===== src/hdl/pcpo_pkg.sv =====
package pcpo_pkg;

  localparam int unsigned RatioWidth = 10;
  localparam int unsigned CfgDataWidth = 10;
  localparam int unsigned DiffWidth = 9;
  localparam int unsigned GainWidth = 11;
  localparam int unsigned ProdWidth = DiffWidth + GainWidth;
  localparam int unsigned SumWidth = ProdWidth + 1;

  localparam logic [7:0] BW_THRESHOLD_RST = 8'd128;

  localparam logic [7:0] LUMA_WR = 8'd77;
  localparam logic [7:0] LUMA_WG = 8'd150;
  localparam logic [7:0] LUMA_WB = 8'd29;

  localparam logic [7:0] SEPIA_RR = 8'd101;
  localparam logic [7:0] SEPIA_RG = 8'd197;
  localparam logic [7:0] SEPIA_RB = 8'd48;
  localparam logic [7:0] SEPIA_GR = 8'd89;
  localparam logic [7:0] SEPIA_GG = 8'd176;
  localparam logic [7:0] SEPIA_GB = 8'd43;
  localparam logic [7:0] SEPIA_BR = 8'd70;
  localparam logic [7:0] SEPIA_BG = 8'd137;
  localparam logic [7:0] SEPIA_BB = 8'd34;

  typedef enum logic [4:0] {
    MODE_INVERT      = 5'd0,
    MODE_REDUCE      = 5'd1,
    MODE_ENHANCE     = 5'd2,
    MODE_SATURATE    = 5'd3,
    MODE_BRIGHTEN    = 5'd4,
    MODE_DARKEN      = 5'd5,
    MODE_MIX         = 5'd6,
    MODE_GREY        = 5'd7,
    MODE_BW          = 5'd8,
    MODE_INV_GREY    = 5'd9,
    MODE_SEPIA       = 5'd10,
    MODE_RED_ONLY    = 5'd11,
    MODE_GREEN_ONLY  = 5'd12,
    MODE_BLUE_ONLY   = 5'd13,
    MODE_RED_GREY    = 5'd14,
    MODE_GREEN_GREY  = 5'd15,
    MODE_BLUE_GREY   = 5'd16
  } mode_e;

  typedef enum logic [0:0] {
    CFG_RATIO        = 1'b0,
    CFG_BW_THRESHOLD = 1'b1
  } cfg_idx_e;

  typedef logic [7:0] chan_t;
  typedef logic [2:0][7:0] rgb_t;

  typedef struct packed {
    mode_e mode;
    rgb_t  pix;
    rgb_t  sec;
  } in_t;

  typedef struct packed {
    mode_e mode;
    rgb_t  pix;
    rgb_t  sec;
    chan_t grey;
    rgb_t  sepia;
  } luma_t;

  typedef struct packed {
    logic                        mult;
    rgb_t                        base;
    logic [2:0][DiffWidth-1:0]   diff;
    logic [GainWidth-1:0]        gain;
    rgb_t                        direct;
  } sel_t;

  typedef struct packed {
    logic                        mult;
    rgb_t                        base;
    logic [2:0][ProdWidth-1:0]   prod;
    rgb_t                        direct;
  } scale_t;

  // weighted sum of a pixel in q8, shifted down and clamped
  function automatic chan_t weigh(logic [7:0] wr, logic [7:0] wg, logic [7:0] wb, rgb_t p);
    logic [16:0] sum;
    sum = ({9'd0, wr} * {9'd0, p[0]}) + ({9'd0, wg} * {9'd0, p[1]})
        + ({9'd0, wb} * {9'd0, p[2]});
    return sum[16] ? 8'hFF : sum[15:8];
  endfunction

endpackage


===== src/hdl/pcpo_luma.sv =====
module pcpo_luma (
  input  logic            clk_i,
  input  logic            rst_ni,
  input  logic            valid_i,
  output logic            ready_o,
  input  pcpo_pkg::in_t   data_i,
  output logic            valid_o,
  input  logic            ready_i,
  output pcpo_pkg::luma_t data_o
);
  import pcpo_pkg::*;

  logic  v1_q;
  in_t   d1_q;
  logic  v2_q;
  luma_t d2_q;
  luma_t d2_d;
  logic  ready2;

  assign ready2  = !v2_q || ready_i;
  assign ready_o = !v1_q || ready2;

  always_ff @(posedge clk_i or negedge rst_ni) begin
    if (!rst_ni) begin
      v1_q <= 1'b0;
      v2_q <= 1'b0;
    end else begin
      if (ready_o) begin
        v1_q <= valid_i;
      end
      if (ready2) begin
        v2_q <= v1_q;
      end
    end
  end

  always_ff @(posedge clk_i) begin
    if (ready_o && valid_i) begin
      d1_q <= data_i;
    end
    if (ready2 && v1_q) begin
      d2_q <= d2_d;
    end
  end

  always_comb begin
    d2_d.mode     = d1_q.mode;
    d2_d.pix      = d1_q.pix;
    d2_d.sec      = d1_q.sec;
    d2_d.grey     = weigh(LUMA_WR, LUMA_WG, LUMA_WB, d1_q.pix);
    d2_d.sepia[0] = weigh(SEPIA_RR, SEPIA_RG, SEPIA_RB, d1_q.pix);
    d2_d.sepia[1] = weigh(SEPIA_GR, SEPIA_GG, SEPIA_GB, d1_q.pix);
    d2_d.sepia[2] = weigh(SEPIA_BR, SEPIA_BG, SEPIA_BB, d1_q.pix);
  end

  assign valid_o = v2_q;
  assign data_o  = d2_q;

endmodule


===== src/hdl/pcpo_select.sv =====
module pcpo_select (
  input  logic                                 clk_i,
  input  logic                                 rst_ni,
  input  logic signed [pcpo_pkg::RatioWidth-1:0] ratio_i,
  input  logic [7:0]                           bw_threshold_i,
  input  logic                                 valid_i,
  output logic                                 ready_o,
  input  pcpo_pkg::luma_t                      data_i,
  output logic                                 valid_o,
  input  logic                                 ready_i,
  output pcpo_pkg::sel_t                       data_o
);
  import pcpo_pkg::*;

  logic                 v_q;
  sel_t                 d_q;
  sel_t                 d_d;
  logic [GainWidth-1:0] q_ext;

  assign ready_o = !v_q || ready_i;
  assign q_ext   = {{(GainWidth - RatioWidth){ratio_i[RatioWidth-1]}}, ratio_i};

  always_ff @(posedge clk_i or negedge rst_ni) begin
    if (!rst_ni) begin
      v_q <= 1'b0;
    end else if (ready_o) begin
      v_q <= valid_i;
    end
  end

  always_ff @(posedge clk_i) begin
    if (ready_o && valid_i) begin
      d_q <= d_d;
    end
  end

  always_comb begin
    d_d.mult   = 1'b0;
    d_d.base   = data_i.pix;
    d_d.gain   = q_ext;
    d_d.direct = '0;
    for (int i = 0; i < 3; i++) begin
      d_d.diff[i] = '0;
    end
    unique case (data_i.mode)
      MODE_INVERT: begin
        d_d.direct = ~data_i.pix;
      end
      MODE_REDUCE: begin
        d_d.mult = 1'b1;
        d_d.base = '0;
        for (int i = 0; i < 3; i++) begin
          d_d.diff[i] = {1'b0, data_i.pix[i]};
        end
      end
      MODE_ENHANCE: begin
        d_d.mult = 1'b1;
        for (int i = 0; i < 3; i++) begin
          d_d.diff[i] = {1'b0, ~data_i.pix[i]};
        end
      end
      MODE_SATURATE: begin
        d_d.mult = 1'b1;
        d_d.gain = q_ext + GainWidth'(256);
        for (int i = 0; i < 3; i++) begin
          d_d.base[i] = data_i.grey;
          d_d.diff[i] = {1'b0, data_i.pix[i]} - {1'b0, data_i.grey};
        end
      end
      MODE_BRIGHTEN: begin
        d_d.mult = 1'b1;
        for (int i = 0; i < 3; i++) begin
          d_d.diff[i] = DiffWidth'(255);
        end
      end
      MODE_DARKEN: begin
        d_d.mult = 1'b1;
        d_d.gain = -q_ext;
        for (int i = 0; i < 3; i++) begin
          d_d.diff[i] = DiffWidth'(255);
        end
      end
      MODE_MIX: begin
        d_d.mult = 1'b1;
        for (int i = 0; i < 3; i++) begin
          d_d.diff[i] = {1'b0, data_i.sec[i]} - {1'b0, data_i.pix[i]};
        end
      end
      MODE_GREY: begin
        d_d.direct = {3{data_i.grey}};
      end
      MODE_BW: begin
        d_d.direct = (data_i.grey >= bw_threshold_i) ? {3{8'hFF}} : '0;
      end
      MODE_INV_GREY: begin
        d_d.direct = {3{~data_i.grey}};
      end
      MODE_SEPIA: begin
        d_d.direct = data_i.sepia;
      end
      MODE_RED_ONLY: begin
        d_d.direct[0] = data_i.pix[0];
      end
      MODE_GREEN_ONLY: begin
        d_d.direct[1] = data_i.pix[1];
      end
      MODE_BLUE_ONLY: begin
        d_d.direct[2] = data_i.pix[2];
      end
      MODE_RED_GREY: begin
        d_d.direct = {3{data_i.pix[0]}};
      end
      MODE_GREEN_GREY: begin
        d_d.direct = {3{data_i.pix[1]}};
      end
      MODE_BLUE_GREY: begin
        d_d.direct = {3{data_i.pix[2]}};
      end
      default: begin
        d_d.direct = '0;
      end
    endcase
  end

  assign valid_o = v_q;
  assign data_o  = d_q;

endmodule


===== src/hdl/pcpo_scale.sv =====
module pcpo_scale (
  input  logic           clk_i,
  input  logic           rst_ni,
  input  logic           valid_i,
  output logic           ready_o,
  input  pcpo_pkg::sel_t data_i,
  output logic           valid_o,
  input  logic           ready_i,
  output pcpo_pkg::rgb_t data_o
);
  import pcpo_pkg::*;

  logic                       v1_q;
  scale_t                     d1_q;
  scale_t                     d1_d;
  logic                       v2_q;
  rgb_t                       d2_q;
  rgb_t                       d2_d;
  logic                       ready2;
  logic [2:0][SumWidth-1:0]   sum;

  assign ready2  = !v2_q || ready_i;
  assign ready_o = !v1_q || ready2;

  always_ff @(posedge clk_i or negedge rst_ni) begin
    if (!rst_ni) begin
      v1_q <= 1'b0;
      v2_q <= 1'b0;
    end else begin
      if (ready_o) begin
        v1_q <= valid_i;
      end
      if (ready2) begin
        v2_q <= v1_q;
      end
    end
  end

  always_ff @(posedge clk_i) begin
    if (ready_o && valid_i) begin
      d1_q <= d1_d;
    end
    if (ready2 && v1_q) begin
      d2_q <= d2_d;
    end
  end

  // signed difference times signed gain
  always_comb begin
    d1_d.mult   = data_i.mult;
    d1_d.base   = data_i.base;
    d1_d.direct = data_i.direct;
    for (int i = 0; i < 3; i++) begin
      d1_d.prod[i] = $signed({{GainWidth{data_i.diff[i][DiffWidth-1]}}, data_i.diff[i]})
                   * $signed({{DiffWidth{data_i.gain[GainWidth-1]}}, data_i.gain});
    end
  end

  // multiply modes: add base in q8, drop fraction, clamp to 0..255; others pass direct
  always_comb begin
    for (int i = 0; i < 3; i++) begin
      sum[i] = {{(SumWidth - 16){1'b0}}, d1_q.base[i], 8'd0}
             + {d1_q.prod[i][ProdWidth-1], d1_q.prod[i]};
      if (!d1_q.mult) begin
        d2_d[i] = d1_q.direct[i];
      end else if (sum[i][SumWidth-1]) begin
        d2_d[i] = 8'd0;
      end else if (|sum[i][SumWidth-2:16]) begin
        d2_d[i] = 8'hFF;
      end else begin
        d2_d[i] = sum[i][15:8];
      end
    end
  end

  assign valid_o = v2_q;
  assign data_o  = d2_q;

endmodule


===== src/hdl/pixel_color_point_ops_unit.sv =====
// pixel color point operations unit
//
// input channel: in_valid_i / in_stall_o with mode_i, the primary pixel
// (red_in_i, green_in_i, blue_in_i) and the second pixel used by mix mode.
// a transfer happens on a rising edge with in_valid_i high and in_stall_o low.
// output channel: out_valid_o / out_stall_i with red_out_o, green_out_o and
// blue_out_o, one result pixel per input pixel, in order.
// configuration: cfg_we_i writes cfg_data_i to register cfg_idx_i
// (0 ratio, signed q8; 1 black/white threshold); write only while idle.
// from input transfer to out_valid_o a pixel passes the five register
// stages (input, luma/sepia, operand select, multiply, clamp), the input
// stage loading at the transfer edge itself.
// throughput: one pixel per cycle with out_stall_i low; a 9x11 bit multiplier per channel.
// reset clears all stage valid bits, ratio to 0 and threshold to 128.
// while out_stall_i is high the output holds; empty stages keep filling and
// in_stall_o rises only when every stage holds a pixel.
module pixel_color_point_ops_unit (
  input  logic                                  clk_i,
  input  logic                                  rst_ni,
  input  logic                                  cfg_we_i,
  input  logic [0:0]                            cfg_idx_i,
  input  logic [pcpo_pkg::CfgDataWidth-1:0]     cfg_data_i,
  input  logic                                  in_valid_i,
  output logic                                  in_stall_o,
  input  logic [4:0]                            mode_i,
  input  logic [7:0]                            red_in_i,
  input  logic [7:0]                            green_in_i,
  input  logic [7:0]                            blue_in_i,
  input  logic [7:0]                            second_red_i,
  input  logic [7:0]                            second_green_i,
  input  logic [7:0]                            second_blue_i,
  output logic                                  out_valid_o,
  input  logic                                  out_stall_i,
  output logic [7:0]                            red_out_o,
  output logic [7:0]                            green_out_o,
  output logic [7:0]                            blue_out_o
);
  import pcpo_pkg::*;

  logic signed [RatioWidth-1:0] ratio_q;
  logic [7:0]                   bw_threshold_q;

  in_t   in_data;
  logic  in_ready;
  logic  luma_valid;
  logic  luma_ready;
  luma_t luma_data;
  logic  sel_valid;
  logic  sel_ready;
  sel_t  sel_data;
  rgb_t  out_pix;

  always_ff @(posedge clk_i or negedge rst_ni) begin
    if (!rst_ni) begin
      ratio_q        <= '0;
      bw_threshold_q <= BW_THRESHOLD_RST;
    end else if (cfg_we_i) begin
      unique case (cfg_idx_e'(cfg_idx_i))
        CFG_RATIO: begin
          ratio_q <= cfg_data_i[RatioWidth-1:0];
        end
        CFG_BW_THRESHOLD: begin
          bw_threshold_q <= cfg_data_i[7:0];
        end
      endcase
    end
  end

  assign in_data.mode = mode_e'(mode_i);
  assign in_data.pix  = {blue_in_i, green_in_i, red_in_i};
  assign in_data.sec  = {second_blue_i, second_green_i, second_red_i};

  pcpo_luma u_luma (
    .clk_i   (clk_i),
    .rst_ni  (rst_ni),
    .valid_i (in_valid_i),
    .ready_o (in_ready),
    .data_i  (in_data),
    .valid_o (luma_valid),
    .ready_i (luma_ready),
    .data_o  (luma_data)
  );

  pcpo_select u_select (
    .clk_i          (clk_i),
    .rst_ni         (rst_ni),
    .ratio_i        (ratio_q),
    .bw_threshold_i (bw_threshold_q),
    .valid_i        (luma_valid),
    .ready_o        (luma_ready),
    .data_i         (luma_data),
    .valid_o        (sel_valid),
    .ready_i        (sel_ready),
    .data_o         (sel_data)
  );

  pcpo_scale u_scale (
    .clk_i   (clk_i),
    .rst_ni  (rst_ni),
    .valid_i (sel_valid),
    .ready_o (sel_ready),
    .data_i  (sel_data),
    .valid_o (out_valid_o),
    .ready_i (!out_stall_i),
    .data_o  (out_pix)
  );

  assign in_stall_o  = !in_ready;
  assign red_out_o   = out_pix[0];
  assign green_out_o = out_pix[1];
  assign blue_out_o  = out_pix[2];

  // a free output lets every stage advance
  a_free_output_no_stall: assert property (
    @(posedge clk_i) disable iff (!rst_ni)
    !out_stall_i |-> !in_stall_o
  ) else $error("input stalled while output is free");

  // input stalls only with a full pipeline blocked at the output
  a_stall_means_full: assert property (
    @(posedge clk_i) disable iff (!rst_ni)
    in_stall_o |-> (out_valid_o && out_stall_i && luma_valid && sel_valid)
  ) else $error("input stalled with a bubble in the pipeline");

  // a stalled result is kept through the next cycle
  a_result_held: assert property (
    @(posedge clk_i) disable iff (!rst_ni)
    (out_valid_o && out_stall_i) |=> (out_valid_o && $stable(out_pix))
  ) else $error("stalled result lost");

endmodule

===== config.mk =====
export PLATFORM = sky130hd
export DESIGN_NAME = pixel_color_point_ops_unit
export DESIGN_NICKNAME = d
export VERILOG_FILES = /design/src/hdl/pcpo_pkg.sv /design/src/hdl/pcpo_luma.sv /design/src/hdl/pcpo_select.sv /design/src/hdl/pcpo_scale.sv /design/src/hdl/pixel_color_point_ops_unit.sv
export SDC_FILE = /design/constraint.sdc
export NUM_CORES = 2
export LEC_CHECK = 0
export ABC_AREA = 0
export ABC_CLOCK_PERIOD_IN_PS = 20100
export CAP_MARGIN = 20
export CORE_MARGIN = 4
export CORE_UTILIZATION = 40
export DETAILED_ROUTE_END_ITERATION = 8
export DONT_BUFFER_PORTS = 1
export GPL_ROUTABILITY_DRIVEN = 1
export GPL_TIMING_DRIVEN = 0
export SETUP_SLACK_MARGIN = 0.02
export SYNTH_ARGS = -nofsm -noshare
export SYNTH_HDL_FRONTEND = slang
export SYNTH_SLANG_ARGS = --single-unit

===== constraint.sdc =====
create_clock -name clk_i -period 20.1 [get_ports clk_i]
set_clock_uncertainty 0.05 [all_clocks]
set_input_delay 2.01 -clock clk_i [delete_from_list [all_inputs] [get_ports clk_i]]
set_output_delay 2.01 -clock clk_i [all_outputs]
set_load 0.01 [all_outputs]

## Yosys cells after proc, flatten, opt, wreduce, memory -nomap -nowiden

Index checks and enable logic that the tools add are counted.

| storage, ports and cells | value |
|---|---|
| flip-flop bits (word level) | 381 |
| latch bits | 0 |
| RAM bits | 0 |
| ROM bits | 0 |
| output and inout bits | 26 |
| memories kept | 0 |

| operators by class | value |
|---|---|
| add/sub/neg operators | 19 |
| multiply operators | 15 |
| div/mod/pow operators | 0 |
| $lt $le $gt $ge | 1 |
| equality and inequality tests | 16 |
| shift operators | 0 |
| multiplexer cells | 17 |
| bitwise logic cells | 6 |
| reductions and logical operators | 28 |

Operators with widths:

| kind | number |
|---|---|
| one-hot mux 8 bit (8 select lines) | 3 |
| one-hot mux 27 bit (5 select lines) | 1 |
| 2-to-1 mux 8 bit | 9 |
| adder 15 x 16 -> 17 bit | 4 |
| adder 17 x 20 -> 21 bit | 3 |
| multiplier 7 x 8 -> 15 bit (first input constant) | 4 |
| multiplier 9 x 11 -> 20 bit | 3 |
| subtractor 8 x 8 -> 9 bit | 6 |
| adder 17 x 14 -> 17 bit | 3 |
| one-hot mux 24 bit (2 select lines) | 1 |
| == test 5 x 4 -> 1 bit (second input constant) | 8 |
| multiplier 8 x 8 -> 16 bit (first input constant) | 2 |
| inverter 8 bit | 4 |
| multiplier 6 x 8 -> 14 bit (first input constant) | 2 |
| multiplier 5 x 8 -> 13 bit (first input constant) | 2 |
| 2-to-1 mux 24 bit | 1 |
| inverter 24 bit | 1 |
| one-hot mux 11 bit (2 select lines) | 1 |
| == test 5 x 3 -> 1 bit (second input constant) | 4 |
| adder 17 x 13 -> 17 bit | 1 |
| multiplier 4 x 8 -> 12 bit (first input constant) | 1 |
| OR reduction 4 bit | 3 |
| adder 10 x 10 -> 11 bit (second input constant) | 1 |
| negator 11 bit | 1 |
| 14 further kinds | 33 |

## Depth between registers and ports, before layout

| logic depth | value |
|---|---|
| word-level depth | 7 |
| gate-level depth with buffers | 24 |
| depth with buffers taken out | 24 |

## By module

A second synthesis with hierarchy kept.

| unflattened totals | value |
|---|---|
| cells, all modules | 3507 |
| area, all modules | 37388.4 um2 |

By module, submodules not included:

| module | instances | cells each | area an instance (um2) | sequential area each (um2) |
|---|---|---|---|---|
| pcpo_scale | 1 | 1448 | 14964.4 | 3323.2 |
| pcpo_luma | 1 | 1268 | 14825.5 | 4194.0 |
| pcpo_select | 1 | 750 | 6867.8 | 2637.5 |
| pixel_color_point_ops_unit | 1 | 41 | 730.7 | 451.7 |

## Worst setup path before layout

No wires, ideal clock.

| path | value |
|---|---|
| kind | register -> register |
| from | reg u_luma.d1_q[38] (netlist bit) |
| to | reg u_luma.d2_q, in the netlist u_luma.data_o[24], data pin |
| arrival | 6.194 ns |
| data required time | 19.777 ns |
| path slack | 13.584 ns |
| cell stages (with the launch flop) | 25 |
| path buffers | 0 |
| clock period less this slack | 6.516 ns |
| path through | edfxtp_1 -> ha_1 -> ha_1 -> inv_1 -> fa_1 -> fa_1 -> inv_1 -> ha_1 -> inv_1 -> xnor2_1 -> fa_1 -> inv_1 -> fa_1 -> inv_1 -> fa_1 -> fa_1 -> inv_1 -> ha_1 -> and3_1 -> o211ai_1 -> nand3_1 -> a31oi_1 -> o21bai_1 -> a21oi_1 -> o21ai_1 |

| between the ends | value |
|---|---|
| longest elaborated chain between the ends | 3 |

Ends and longest elaborated chain:

| item | line | RTL |
|---|---|---|
| from (decl) | pcpo_luma.sv:14 | `in_t d1_q;` |
| from (signal assigned) | pcpo_luma.sv:39 | `d1_q <= data_i;` |
| multiplier 7 x 8 -> 15 bit | pcpo_pkg.sv:86 | `sum = ({9'd0, wr} * {9'd0, p[0]}) + ({9'd0, wg} * {9'd0, p[1]})` |
| adder 15 x 16 -> 17 bit | pcpo_pkg.sv:86 |  |
| adder 17 x 13 -> 17 bit | pcpo_pkg.sv:87 | `+ ({9'd0, wb} * {9'd0, p[2]});` |
| to (signal assigned) | pcpo_luma.sv:42 | `d2_q <= d2_d;` |
| to (decl) | pcpo_luma.sv:16 | `luma_t d2_q;` |

Every way passes these cells.
A chain may end at the register's enable or synchronous reset.

## Worst setup path in the final report

Ends and elaborated chain as after synthesis.

==> results_dict.tcl <==
set metrics [dict create \
    synth_enable_flop_cells 334 \
    clock_sinks 357 \
    portion_of_netlist_area_occupied_by_mux_cells_pct 0.543 \
    cts_setup_buffers 0 \
    ios 95 \
    globalRoute.totalOverflow 0 \
    register_area_share_after_synthesis_pct 29.0 \
    cts_root_buffer "sky130_fd_sc_hd__clkbuf_16" \
    synth_cells 3423 \
    timing.final.crit_share_pct 37.0 \
    netlist.top_cell.by_area "sky130_fd_sc_hd__edfxtp_1" \
    placement_rows 110 \
    setup_total_negative_slack_ns 0 \
    ys_async_sr_fraction_pct 6.44 \
    cts_repair_resize_count 0 \
    setup-violations-final 0 \
    xor_xnor_share_of_the_synthesized_area_pct 3.87 \
    final_nets 4451 \
    ys_dominant_reg_cell "sky130_fd_sc_hd__edfxtp_1" \
    critical_path_arrival_ns 7.66 \
    h-tree-depth 2 \
    grt_pass1_wl_um 148000 \
    antenna_cells_inserted 0 \
    timing.final.crit_period_ns 7.43 \
    postRouteWirelength_um 95700 \
    post-place-cells 4606 \
    syn2layout_area_growth_pct 7.95 \
    maxCapViolations 0 \
    synth_top_family_by_area "adder cells" \
    drt-initial-drc-count 1458 \
    worst-slew-pin-transition_ns 1.03 \
    skew_pair_late_insertion_delay_ns 0.56 \
    clkTransAtPathRegs_ns 0.06 \
    synth.cells.most_frequent "sky130_fd_sc_hd__inv_1 (672), sky130_fd_sc_hd__ha_1 (476), sky130_fd_sc_hd__fa_1 (434), sky130_fd_sc_hd__edfxtp_1 (334), sky130_fd_sc_hd__nand2_1 (273)" \
    synth_warnings 0 \
    synthSimpleGateAreaFrac_pct 9.75 \
    post_cts_hold_buffer_count 0 \
    initial_core_util_pct 40.5 \
    reg2reg_setup_slack_ns 12.67 \
    number_of_port_buffers 0 \
    clock_tree_from_tritoncts "yes" \
    cts-root-to-sink-buffers 3 \
    fin_hold_ws_ns 0.365 \
    timing.fmax_mhz 135 \
    firstDrtPassIters 6 \
    numCtsBuffers 40 \
    dieWidth_um 311 \
    worst_path_largest_cell_delay_ns 0.87 \
    first_global_vias 25100 \
    grt_max_degree 71 \
    rsz0062_at_grt "false" \
    globalRouteTotalUtil_pct 20.0 \
    run_status "completed" \
    worst-endpoint-required_ns 20.33 \
    postLayoutCoreUtil_pct 43.7 \
    hpwl_um 77200 \
    worstPathMaxFanout 12 \
    core_area_um2 90400 \
    stdcell_count 4679 \
    worst_setup_end_kind "flop" \
    post_synthesis_instance_area_um2 36600 \
    cp_cell_sequence "ha_1 -> ha_1 -> inv_1 -> fa_1 -> fa_1 -> inv_1 -> ha_1 -> inv_1 -> o21bai_1 -> xor2_1 -> ha_1 -> fa_1 -> inv_1 -> fa_1 -> fa_1 -> inv_1 -> ha_1 -> and3_1 -> o211ai_1 -> nand3_1 -> a31oi_1 -> o21bai_1 -> a21oi_1 -> o21ai_1" \
    syn-mean-instance-area_um2 10.7 \
    grt_antenna_before_repair 5 \
    post-route-drc-count 0 \
    antenna_left 0 \
    wl_per_cell_um 20.5 \
    dieHeight_um 311 \
    critical_path.startpoint_type "flop" \
    global_placement_routability_congestion 0.909 \
    detailroute.via_count 24300 \
    synth-seq-cells 357 \
    syn_nets 4402 \
    slew_headroom_pct 31.4 \
    maxSlewViolCount 0 \
    yosys.cell_types.count 81 \
    yosysMostFrequentCell "sky130_fd_sc_hd__inv_1" \
    ys_top_cells_by_area "sky130_fd_sc_hd__edfxtp_1 (27%), sky130_fd_sc_hd__fa_1 (24%), sky130_fd_sc_hd__ha_1 (16%), sky130_fd_sc_hd__inv_1 (6.9%), sky130_fd_sc_hd__nand2_1 (2.8%)" \
    synth_fa_ha_area_share_pct 40.0 \
    avgViaCountPerCell 5.20 \
    crit_path_top_delay_cell "sky130_fd_sc_hd__edfxtp_1" \
    synth.top_cell.area_share_pct 27.4 \
    post_synthesis_compound_gate_area_fraction_pct 8.97 \
    worst-setup-path-type "reg -> reg" \
    hold_violations 0 \
    holdCritPathClass "reg -> reg" \
    die-area_um2 96500 \
    post_route_cells_drive_above_1_share_pct 3.25 \
]
## cell type report
class                      instances  area (um^2)
tap                             1176         1470
fill                            8573        50900
clock buffer                      53         1070
buffer                           101          385
multi-input combinational       2293        23100
timing repair buffer               7          128
sequential                       357        10600
inverter                         672         2520
clock inverter                    20          233
## final timing paths
path / from / to / depth (start not counted)
worst max-delay path: u_luma.d1_q[38]$_DFFE_PP_ / u_luma.data_o[24]$_SDFFCE_PP1P_ / 24
worst min-delay path: u_luma.d1_q[10]$_DFFE_PP_ / u_luma.data_o[42]$_DFFE_PP_ / 0
worst max register to register: u_luma.d1_q[38]$_DFFE_PP_ / u_luma.data_o[24]$_SDFFCE_PP1P_ / 24
worst min register to register: u_luma.d1_q[10]$_DFFE_PP_ / u_luma.data_o[42]$_DFFE_PP_ / 0
max in group asynchronous: rst_ni / bw_threshold_q[7]$_DFFE_PN1P_ / 0
min in group asynchronous: rst_ni / u_scale.valid_o$_DFFE_PN0P_ / 0
## placed cells by master, fill, tap and decap left out, types with 17 or more instances in the layout
cell / instances
sky130_fd_sc_hd__nor2_1: 101
sky130_fd_sc_hd__a211oi_1: 18
sky130_fd_sc_hd__o21bai_1: 26
sky130_fd_sc_hd__o221ai_1: 17
sky130_fd_sc_hd__and2_1: 114
sky130_fd_sc_hd__inv_1: 672
sky130_fd_sc_hd__edfxtp_1: 334
sky130_fd_sc_hd__o21a_1: 18
sky130_fd_sc_hd__a221oi_1: 17
sky130_fd_sc_hd__clkbuf_16: 40
sky130_fd_sc_hd__o21ai_0: 89
sky130_fd_sc_hd__clkbuf_1: 106
sky130_fd_sc_hd__a221o_1: 17
sky130_fd_sc_hd__a21oi_1: 98
sky130_fd_sc_hd__a21o_1: 62
sky130_fd_sc_hd__ha_1: 476
sky130_fd_sc_hd__nand4_1: 22
sky130_fd_sc_hd__nor3_1: 36
sky130_fd_sc_hd__nand2_1: 273
sky130_fd_sc_hd__xor2_1: 52
sky130_fd_sc_hd__fa_1: 434
sky130_fd_sc_hd__dfrtp_1: 22
sky130_fd_sc_hd__xnor2_1: 108
sky130_fd_sc_hd__nor2b_1: 29
sky130_fd_sc_hd__nand3_1: 33
sky130_fd_sc_hd__nand2b_1: 60
## flip-flops by register name (all words and copies together), names as in the netlist
name	cells
ratio_q	10
u_scale.valid_o	1
u_luma.v1_q	1
u_luma.valid_o	1
u_scale.d1_q	85
u_scale.v1_q	1
bw_threshold_q	8
u_luma.d1_q	53
u_select.valid_o	1
u_scale.data_o	24
u_select.data_o	87
u_luma.data_o	85
## per-layer routing
layer	global-route usage, %	vias up	wire [um]
li1	-	11400	-
met1	25.4	12100	39900
met2	35.4	608	47900
met3	2.06	171	4160
met4	7.03	4	3740
met5	0	-	27
## cells by family (layout without fill, tap and decap cells)
kind of cell | after synthesis | in the layout
AOI/OAI and AO/OA | 475 | 475
xor gates and xnor gates | 161 | 161
adders and majority gates | 910 | 910
buffers and inverters | 773 | 853
DFF | 357 | 357
muxes | 18 | 18
and+or+nand+nor | 729 | 729
## worst max-delay path, delay by kind of cell (launching register included)
family | cells | cell delay [ns]
AO/OA/AOI/OAI | 6 | 1.25
XOR/XNOR | 1 | 0.32
adder cells (fa/ha/maj) | 10 | 4.09
buffers and inverters | 5 | 0.25
flip-flops | 1 | 0.87
AND/OR/NAND/NOR | 2 | 0.31
## through the flow
| step | setup WS [ns] | area, um^2 |
|---|---|---|
| floorplan | 13.58 | 36600 |
| global placement | 12.68 | 38100 |
| detailed placement | 12.68 | 38200 |
| CTS | 12.66 | 39500 |
| global route | 12.26 | 39500 |
| finish | 12.67 | 39500 |
Power is left out: the tool's default activity adds up to more than one toggle a clock period on the data nets, which glitch-free logic cannot reach.
